[config.mk]
export PLATFORM = sky130hd
export DESIGN_NAME = snbaw_ctrl
export DESIGN_NICKNAME = d
export VERILOG_FILES = /design/src/design/snbaw_pkg.sv /design/src/design/snbaw_ctrl.sv
export SDC_FILE = /design/constraint.sdc
export NUM_CORES = 1
export LEC_CHECK = 0
export BUFFER_PORTS_ARGS = -buffer_cell sky130_fd_sc_hd__buf_2
export CAP_MARGIN = 15
export CELL_PAD_IN_SITES_DETAIL_PLACEMENT = 0
export CELL_PAD_IN_SITES_GLOBAL_PLACEMENT = 1
export CORE_ASPECT_RATIO = 0.8
export CORE_MARGIN = 5
export CORE_UTILIZATION = 44
export CTS_CLUSTER_SIZE = 12
export DETAILED_ROUTE_END_ITERATION = 8
export GPL_TIMING_DRIVEN = 0
export PLACE_DENSITY = 0.81
export SETUP_SLACK_MARGIN = 0.5
export SLEW_MARGIN = 20
export SYNTH_ARGS = -nofsm -noshare
export SYNTH_HDL_FRONTEND = slang
export SYNTH_SLANG_ARGS = --single-unit
export TNS_END_PERCENT = 5
[constraint.sdc]
create_clock -name clk -period 3.97 [get_ports clk]
set_clock_uncertainty 0.1 [all_clocks]
set_input_delay 1.191 -clock clk [delete_from_list [all_inputs] [get_ports clk]]
set_output_delay 1.191 -clock clk [all_outputs]
set_load 0.005 [all_outputs]
[src/design/snbaw_pkg.sv]
// Shared types, codes and widths of the strided N-D batch address walker.
`default_nettype none
package snbaw_pkg;

	localparam int MAX_DIMS_DEF = 8;

	localparam int ADDR_W   = 48;
	localparam int DIM_W    = 32;
	localparam int LIN_W    = 40;
	localparam int DIV_BITS = 40;
	localparam int BIT_W    = $clog2(DIV_BITS);
	localparam logic [LIN_W:0] COUNT_CAP = {1'b1, {LIN_W{1'b0}}};

	localparam int IN_TDATA_W  = 184;
	localparam int OUT_TDATA_W = 160;

	// request kinds carried on the input tuser
	localparam logic [1:0] ACT_LOAD  = 2'd0;
	localparam logic [1:0] ACT_START = 2'd1;
	localparam logic [1:0] ACT_NEXT  = 2'd2;

	// configuration register indexes
	localparam int CFG_AW = 2;
	localparam logic [CFG_AW-1:0] REG_NUM_DIMS = 2'd0;
	localparam logic [CFG_AW-1:0] REG_BASE_OUT = 2'd1;
	localparam logic [CFG_AW-1:0] REG_BASE_IN  = 2'd2;

	typedef enum logic [4:0] {
		OP_IDLE,
		OP_CAPTURE,
		OP_LOAD,
		OP_CNT_INIT,
		OP_CNT_MUL,
		OP_CNT_ADD,
		OP_START_SET,
		OP_DIV_INIT_DIM,
		OP_DIV_INIT_ROWS,
		OP_DIV_STEP,
		OP_DIV_STORE,
		OP_NX_EMPTY,
		OP_NX_INNER,
		OP_NX_ZERO,
		OP_OUTER_ONE,
		OP_NX_ROWS,
		OP_MAC_INIT,
		OP_MAC_MUL,
		OP_MAC_ACC,
		OP_ADV_MUL,
		OP_ADV_LIN,
		OP_ADV_CARRY,
		OP_NX_PACK,
		OP_OUT_LOAD
	} dp_op_t;

	typedef struct packed {
		dp_op_t op;
	} dp_cmd_t;

	typedef struct packed {
		logic [1:0] action;
		logic       idx_end;
		logic       size_zero;
		logic       start_err;
		logic       empty_now;
		logic       inner_zero;
		logic       inner_full;
		logic       outer_one;
		logic       carry_nz;
	} dp_stat_t;

endpackage
`default_nettype wire

[src/design/snbaw_ctrl.sv]
// Sequencer of the address walker: steps the datapath through each request.
`default_nettype none
module snbaw_ctrl import snbaw_pkg::*; #(
	parameter int MAX_DIMS = MAX_DIMS_DEF
) (
	input  wire                            clk,
	input  wire                            arst_n,
	input  wire                            s_tvalid,
	output logic                           s_tready,
	output logic                           m_tvalid,
	input  wire                            m_tready,
	input  dp_stat_t                       stat,
	output dp_cmd_t                        cmd,
	output logic [$clog2(MAX_DIMS+1)-1:0]  idx
);
	localparam int UW = $clog2(MAX_DIMS+1);

	typedef enum logic [4:0] {
		S_IDLE, S_DECODE, S_CNT_MUL, S_CNT_ADD, S_START_SET, S_DIV_PICK, S_DIV_STEP,
		S_DIV_DONE, S_NX_CHECK, S_NX_INNER, S_NX_ROWS, S_MAC_INIT, S_MAC_MUL,
		S_MAC_ACC, S_ADV_MUL, S_ADV_LIN, S_ADV_CARRY, S_NX_PACK, S_OUT
	} state_t;

	state_t            state_q;
	logic [UW-1:0]     idx_q;
	logic [BIT_W-1:0]  bit_q;
	logic              rows_q;
	logic              mvalid_q;
	logic              out_free;
	logic              out_load;

	assign idx      = idx_q;
	assign m_tvalid = mvalid_q;
	assign s_tready = (state_q == S_IDLE);
	assign out_free = !mvalid_q || m_tready;
	assign out_load = (state_q == S_OUT) && out_free;

	always_comb begin
		cmd.op = OP_IDLE;
		case (state_q)
			S_IDLE:      if (s_tvalid) cmd.op = OP_CAPTURE;
			S_DECODE: begin
				case (stat.action)
					ACT_LOAD:  cmd.op = OP_LOAD;
					ACT_START: cmd.op = OP_CNT_INIT;
					default:   cmd.op = OP_IDLE;
				endcase
			end
			S_CNT_MUL:   if (!stat.idx_end) cmd.op = OP_CNT_MUL;
			S_CNT_ADD:   cmd.op = OP_CNT_ADD;
			S_START_SET: cmd.op = OP_START_SET;
			S_DIV_PICK:  if (!stat.idx_end && !stat.size_zero) cmd.op = OP_DIV_INIT_DIM;
			S_DIV_STEP:  cmd.op = OP_DIV_STEP;
			S_DIV_DONE:  cmd.op = OP_DIV_STORE;
			S_NX_CHECK:  cmd.op = stat.empty_now ? OP_NX_EMPTY : OP_NX_INNER;
			S_NX_INNER: begin
				if (stat.inner_zero) cmd.op = OP_NX_ZERO;
				else if (stat.inner_full) cmd.op = OP_DIV_INIT_ROWS;
				else cmd.op = OP_OUTER_ONE;
			end
			S_NX_ROWS:   cmd.op = OP_NX_ROWS;
			S_MAC_INIT:  cmd.op = OP_MAC_INIT;
			S_MAC_MUL:   if (!stat.idx_end) cmd.op = OP_MAC_MUL;
			S_MAC_ACC:   cmd.op = OP_MAC_ACC;
			S_ADV_MUL:   cmd.op = OP_ADV_MUL;
			S_ADV_LIN:   cmd.op = OP_ADV_LIN;
			S_ADV_CARRY: if (!stat.idx_end && stat.carry_nz) cmd.op = OP_ADV_CARRY;
			S_NX_PACK:   cmd.op = OP_NX_PACK;
			S_OUT:       if (out_free) cmd.op = OP_OUT_LOAD;
			default:     cmd.op = OP_IDLE;
		endcase
	end

	always_ff @(posedge clk or negedge arst_n) begin
		if (!arst_n) begin
			state_q  <= S_IDLE;
			idx_q    <= '0;
			bit_q    <= '0;
			rows_q   <= 1'b0;
			mvalid_q <= 1'b0;
		end else begin
			if (out_load) mvalid_q <= 1'b1;
			else if (m_tready) mvalid_q <= 1'b0;
			case (state_q)
				S_IDLE: if (s_tvalid) state_q <= S_DECODE;
				S_DECODE: begin
					idx_q <= '0;
					case (stat.action)
						ACT_START: state_q <= S_CNT_MUL;
						ACT_NEXT:  state_q <= S_NX_CHECK;
						default:   state_q <= S_IDLE;
					endcase
				end
				S_CNT_MUL: state_q <= stat.idx_end ? S_START_SET : S_CNT_ADD;
				S_CNT_ADD: begin
					idx_q   <= idx_q + UW'(1);
					state_q <= S_CNT_MUL;
				end
				S_START_SET: begin
					idx_q   <= '0;
					state_q <= stat.start_err ? S_IDLE : S_DIV_PICK;
				end
				S_DIV_PICK: begin
					if (stat.idx_end) begin
						state_q <= S_IDLE;
					end else if (stat.size_zero) begin
						idx_q <= idx_q + UW'(1);
					end else begin
						bit_q   <= '0;
						rows_q  <= 1'b0;
						state_q <= S_DIV_STEP;
					end
				end
				S_DIV_STEP: begin
					bit_q <= bit_q + BIT_W'(1);
					if (bit_q == BIT_W'(DIV_BITS-1)) state_q <= rows_q ? S_NX_ROWS : S_DIV_DONE;
				end
				S_DIV_DONE: begin
					idx_q   <= idx_q + UW'(1);
					state_q <= S_DIV_PICK;
				end
				S_NX_CHECK: state_q <= stat.empty_now ? S_OUT : S_NX_INNER;
				S_NX_INNER: begin
					if (stat.inner_zero) begin
						state_q <= S_OUT;
					end else if (stat.inner_full) begin
						bit_q   <= '0;
						rows_q  <= 1'b1;
						state_q <= S_DIV_STEP;
					end else begin
						state_q <= S_MAC_INIT;
					end
				end
				S_NX_ROWS: state_q <= S_MAC_INIT;
				S_MAC_INIT: begin
					idx_q   <= '0;
					state_q <= S_MAC_MUL;
				end
				S_MAC_MUL: state_q <= stat.idx_end ? S_ADV_MUL : S_MAC_ACC;
				S_MAC_ACC: begin
					idx_q   <= idx_q + UW'(1);
					state_q <= S_MAC_MUL;
				end
				S_ADV_MUL: state_q <= S_ADV_LIN;
				S_ADV_LIN: begin
					idx_q   <= stat.outer_one ? UW'(0) : UW'(1);
					state_q <= S_ADV_CARRY;
				end
				S_ADV_CARRY: begin
					if (stat.idx_end || !stat.carry_nz) state_q <= S_NX_PACK;
					else idx_q <= idx_q + UW'(1);
				end
				S_NX_PACK: state_q <= S_OUT;
				S_OUT: begin
					if (out_free) state_q <= S_IDLE;
				end
				default: state_q <= S_IDLE;
			endcase
		end
	end

endmodule
`default_nettype wire

==> results of run 1 <==
-- routing by layer --
metal,global-route usage [%],routed length [um],vias up
li1,-,-,840
met5,0,0,-
met3,7.93,570,13
met1,27.4,2100,855
met2,29.5,2060,102
met4,3.71,106,0
-- per-stage QoR --
| stage | worst slack (ns) | std cells | power [mW] |
|---|---|---|---|
| after floorplan | 0.658 | 202 | 0.890 |
| after global placement | 0.186 | 268 | 1.13 |
| after detailed placement | 0.212 | 268 | 1.14 |
| after CTS | 0.491 | 276 | 1.29 |
| after global routing | 0.406 | 277 | 1.45 |
| final | 0.454 | 277 | 1.35 |
-- power by group --
part           total [mW]  leakage [nW]  internal, mW  switching, mW
combinational       0.918         0.546         0.359          0.559
clock               0.130        0.0228        0.0713         0.0591
sequential          0.297         0.222         0.235         0.0618
total                1.35         0.790         0.665          0.680
-- what timing repair did --
action | 4_1_cts | 5_1_grt
resized for setup | 10 | 19
setup endpoints to repair | 4 | 4
setup buffers | 3 | 1
pin swaps | 3 | 2
gates cloned | 1 | 0
-- registers in the layout (all words and copies together) (netlist names) --
name	flops
m_tvalid	1
state_q	5
idx	4
bit_q	6
rows_q	1
-- layout make-up --
cell class,instances,area (um2)
buffer,14,80.1
clock buffer,4,45.0
fill,346,1530
inverter,6,22.5
multi-input combinational,165,1080
sequential,17,425
tap,42,52.6
timing repair buffer,29,170
-- worst max-delay path: cells and delay by family --
kind            cells  cell delay [ns]
compound gates      1             0.11
simple gates        2             0.51
buf+inv             3             0.40
-- worst paths after layout --
check,endpoint,slack [ns],depth (start not counted)
worst min-delay path,bit_q[3]$_DFFE_PN0P_,0.41,1
worst max-delay path,cmd[0],0.45,6
worst max register to register,idx[3]$_DFFE_PN0P_,1.61,7
min in group asynchronous,bit_q[3]$_DFFE_PN0P_,0.76,1
worst min register to register,bit_q[3]$_DFFE_PN0P_,0.41,1
max in group asynchronous,state_q[3]$_DFFE_PN0P_,2.73,1
-- synthesized netlist by cell type, types with 2 or more instances --
cell type / instances / area (um2)
a211oi_1: 6 / 45.0
a21oi_1: 13 / 65.1
a31oi_1: 2 / 12.5
a32oi_1: 2 / 17.5
buf_2: 2 / 10.0
clkbuf_1: 11 / 41.3
dfrtp_1: 17 / 425
ha_1: 2 / 25.0
inv_1: 5 / 18.8
nand2_1: 18 / 67.6
nand2b_1: 8 / 50.1
nand3_1: 10 / 50.1
nand3b_1: 2 / 15.0
nand4_1: 3 / 18.8
nand4b_1: 3 / 26.3
nor2_1: 13 / 48.8
nor2b_1: 7 / 43.8
nor3_1: 6 / 30.0
nor3b_1: 5 / 37.5
nor4b_1: 2 / 17.5
o211ai_1: 2 / 15.0
o21ai_0: 3 / 15.0
o21ai_1: 12 / 60.1
o21bai_1: 3 / 22.5
o31ai_1: 4 / 30.0
or3_1: 7 / 43.8
or3b_1: 3 / 26.3
or4_1: 4 / 30.0
-- cell families (layout without fill, tap and decap cells) --
family | count (synthesis) | in the layout
DFF | 17 | 17
muxes | 1 | 1
adders and majority gates | 2 | 2
and+or+nand+nor | 96 | 96
xor gates and xnor gates | 2 | 2
AOI/OAI and AO/OA | 64 | 64
buffers and inverters | 20 | 53
==> impl_results.md, run 1 <==
- CTS max path bufs: 2
- Mapped Avg Cell Area: 7.62 um2
- Area Overhead vs Synth: 21.7%
- Largest family of logic cells by synthesized area: simple AND/OR/NAND/NOR gates
- Routed vias/inst: 6.53
- Arrival time worst endpoint: 2.22 ns
- Worst hold slack: 0.409 ns
- Starting Density: 45.3%
- Gpl congestion: 0.985
- Final core utilization: 55.1%
- Leakage: 0.790 nW
- Complex-gate fraction of the synthesized area: 28.6%
- Crit start category: primary input
- Post-Syn Nets: 218
- Post-synth EDFFs: 0
- Die height: 62.9 um
- Status: complete, no violations
- Number of synthesized register bits: 17
- Worst setup path class: in2out
- Unrepaired setup endpoints after global routing: true
- Slew @ Worst Pin: 0.590 ns
- Number of global-route vias before repair: 1,621
- Mean routed wirelength per cell: 17.5 um
- Worst path required time: 2.68 ns
- Total number of yosys warnings: 0
- # diodes: 0
- Slew margin rel.: 60.6%
- Cells after Synth: 202
- Post-layout min period: 3.52 ns
- Simple-gate share of the synthesized area: 35.1%
- Num CTS Buffers: 3
- Io pins: 25
- Ratio of cells with drive above 1 in the final layout: 23.8%
- Post-synthesis xor/xnor area fraction: 1.14%
- Async SR Flop Fraction: 100%
- Core area: 3400 um2
- DP HPWL: 3520 um
- Final period util: 88.6%
- Final setup fails: 0
- CTS HTree Levels: 1
- Commonest non-fill, non-tap cell in the layout: buf_2
- Post-synthesis mux area share: 0.650%
- Adder-Cell Fraction of Synth Area: 1.62%
- Placed cell areas: 1710 um2
- Peak VDD IR: 227 uV
- Worst-Skew Late Latency: 0.25 ns
- Final net count: 252
- Detailed Route WL: 4840 um
- Maxcap violations: 0
- Final Instance Area: 1870 um2
- FMAX: 284 MHz
- Worst path max stage delay: 0.38 ns
- Critical register-to-register path startpoint: state_q[2]$_DFFE_PN0P_
- Starting DRT DRC Count: 229
- Hold Vio Cnt, Final: 0
- Worst Hold Class: reg2reg
- Hold buffers post-CTS: 0
- Seq/Total Area, Yosys: 27.6%
- CP Launch Point: stat[7]
- Pin count of the biggest net entering global routing: 18
- Initial antenna violation count: 0
- Hold path start: bit_q[3]$_DFFE_PN0P_
- TritonRoute pass-1 iters: 4
- Vias post-DR: 1,810
- CP Cell Sequence: buf_4 -> clkbuf_8 -> nand4b_1 -> o21ai_1 -> or3_1 -> buf_2
- Slowest cell on the critical path: or3_1
- Sink Count: 17
- # rows: 19
- Power per cell area: 718 nW/um2
- Slew Limit Fails: 0
- Reg clk slew, reported paths: 0.06 ns
- Post-synth cell types: 55
- Clk root buf: clkbuf_8
- Die area: 4790 um2
- Remaining DRCs: 0
- PortBufs: 24
- Highest-count cells in the layout ignoring fill and taps: 24 x buf_2, 18 x nand2_1, 17 x dfrtp_1, 13 x a21oi_1, 12 x nor2_1
- First-pass GRT wire length: 7840 um
- CP Max Fanout: 5
- Die Wd: 76.2 um
- Final antenna-violating net count: 0
- Setup crit end kind: output pin
- Mapped Area: 1540 um2
- Main flop type after synthesis: dfrtp_1
- Remaining global-route overflow: 0
- GR Util All Layers: 19.9%
- TNS Setup: 0 ns
- CTS tree: done
(Power assumes the default switching activity.)
==> run 2, diff against run 1 <==
Settings changed: CAP_MARGIN 15 to 10, CORE_MARGIN 5 to 10.
==> run 2 against run 1 <==
Against the previous run:
- cell count unchanged
- wire length up 6.7%
- maximum frequency is 1.1% higher
- setup slack better by 0.038 ns
- sequential share of layout area shrank 0.27 points
- clock power about the same
- via count down 1.8%
==> impl_results.md, run 2 (synthesized netlist as in run 1, its figures left out) <==
- Status: complete, no violations
- Hold Crit Depth: 1
- Slew @ Worst Pin: 0.583 ns
- Die area: 6280 um2
- Clk root buf: clkbuf_8
- CP Max Fanout: 6
- First-pass GRT wire length: 8110 um
- Num CTS Buffers: 3
- Final period util: 87.6%
- Clock power frac: 9.4%
- Pin count of the biggest net entering global routing: 18
- Starting Density: 45.3%
- # rows: 19
- # diodes: 0
- Slew Limit Fails: 0
- CTS HTree Levels: 1
- Critical register-to-register path startpoint: state_q[2]$_DFFE_PN0P_
- Commonest non-fill, non-tap cell in the layout: buf_2
- Power per cell area: 720 nW/um2
- Largest register FFs: 6
- Peak VDD IR: 277 uV
- Mean routed wirelength per cell: 18.6 um
- Initial antenna violation count: 0
- Die height: 72.9 um
- Sink Count: 17
- GR Util All Layers: 15.6%
- Power Total: 1.37 mW
- Post-layout min period: 3.48 ns
- FMAX: 288 MHz
- Worst hold slack: 0.419 ns
- Leakage: 0.798 nW
- CTS max path bufs: 2
- Routed vias/inst: 6.42
- Hold buffers post-CTS: 0
- Largest reg by FF count: bit_q
- Hold path start: bit_q[3]$_DFFE_PN0P_
- Crit start category: primary input
- Remaining global-route overflow: 0
- Starting DRT DRC Count: 215
- Highest-count cells in the layout ignoring fill and taps: 24 x buf_2, 18 x nand2_1, 17 x dfrtp_1, 13 x a21oi_1, 12 x nor2_1
- Hold Path Sink: bit_q[3]$_DFFE_PN0P_
- Reg-to-Reg End: idx[3]$_DFFE_PN0P_
- Final setup fails: 0
- Flop-to-flop setup slack: 1.68 ns
- Final net count: 252
- Reg clk slew, reported paths: 0.06 ns
- Hold Vio Cnt, Final: 0
- Maxcap violations: 0
- Vias post-DR: 1,778
- TNS Setup: 0 ns
- CTS tree: done
- Seq pwr share: 21.8%
- Placed Cells: 268
- Worst path required time: 2.68 ns
- TritonRoute pass-1 iters: 5
- Io pins: 25
- Setup WS pre-CTS: 0.205 ns
- Pint: 0.676 mW
- Die Wd: 86.2 um
- Net Sw Frac: 50.5%
- Unrepaired setup endpoints after global routing: true
- Worst-Skew Late Latency: 0.25 ns
- PortBufs: 24
- Arrival time worst endpoint: 2.19 ns
- Area Overhead vs Synth: 23.2%
- Number of global-route vias before repair: 1,586
- Core area: 3400 um2
- Detailed Route WL: 5170 um
- Worst setup margin: 0.493 ns
- DP HPWL: 3740 um
- P_sw: 0.690 mW
- Remaining DRCs: 0
- Slew margin rel.: 61.1%
- Final antenna-violating net count: 0
- Logic pwr share: 68.8%
- Ratio of cells with drive above 1 in the final layout: 26.0%
- Setup crit end kind: output pin
- Worst setup path class: in2out
- Final cell count without fillers: 277
- Worst Hold Class: reg2reg
- Register-to-Register Path Depth: 6
- Gpl congestion: 0.999
run 2: final cells by class:
| class | instances | area [um2] |
|---|---|---|
| Buffer | 14 | 85.1 |
| Timing Repair Buffer | 29 | 166 |
| Multi-Input combinational cell | 165 | 1100 |
| Clock buffer | 4 | 45.0 |
| Sequential cell | 17 | 425 |
| Inverter | 6 | 22.5 |
| Tap cell | 42 | 52.6 |
| Fill cell | 327 | 1500 |
run 2: worst max path at each step:
stage	start	to	slack (ns)	depth (start not counted)
finish	stat[7]	cmd[0]	0.49	6
global route	stat[2]	cmd[1]	0.45	6
CTS	stat[7]	cmd[2]	0.48	7
detailed placement	stat[7]	cmd[0]	0.20	6
global placement	stat[7]	cmd[0]	0.21	6
floorplan	stat[7]	cmd[0]	0.66	4
run 2: stage by stage:
stage | cell area [um2] | util, %
4_1_cts | 1820 | 53.5
3_5_place_dp | 1710 | 50.4
2_1_floorplan | 1540 | -
6_report | 1900 | 55.8
5_1_grt | 1900 | 55.8
3_3_place_gp | 1710 | 50.4
run 2: routing by layer:
metal	GRT usage (%)	up-vias	part of all wire (%)
met2	23.2	98	45
met1	22.5	850	44
met4	0.912	0	0.097
met5	0	-	0
met3	4.46	4	11
li1	-	826	-
run 2: power groups by stage:
stage	clock (mW)	combinational (mW)	sequential [mW]
floorplan	0	0.607	0.283
global placement	0	0.837	0.290
detailed placement	0	0.848	0.295
CTS	0.132	0.874	0.295
global route	0.142	1.03	0.308
finish	0.129	0.940	0.297
run 2: repair_timing:
action	4_1_cts	5_1_grt
hold endpoints to repair	0	0
resized for setup	11	24
endpoints found under the setup margin	4	4
buffers inserted	4	1
pin swaps	4	6
run 2: critical path: stages:
cell and delay, ns:
buf_4 0.11, buf_8 0.11, nand4b_1 0.15, o21ai_1 0.11
or3_1 0.38, buf_2 0.13
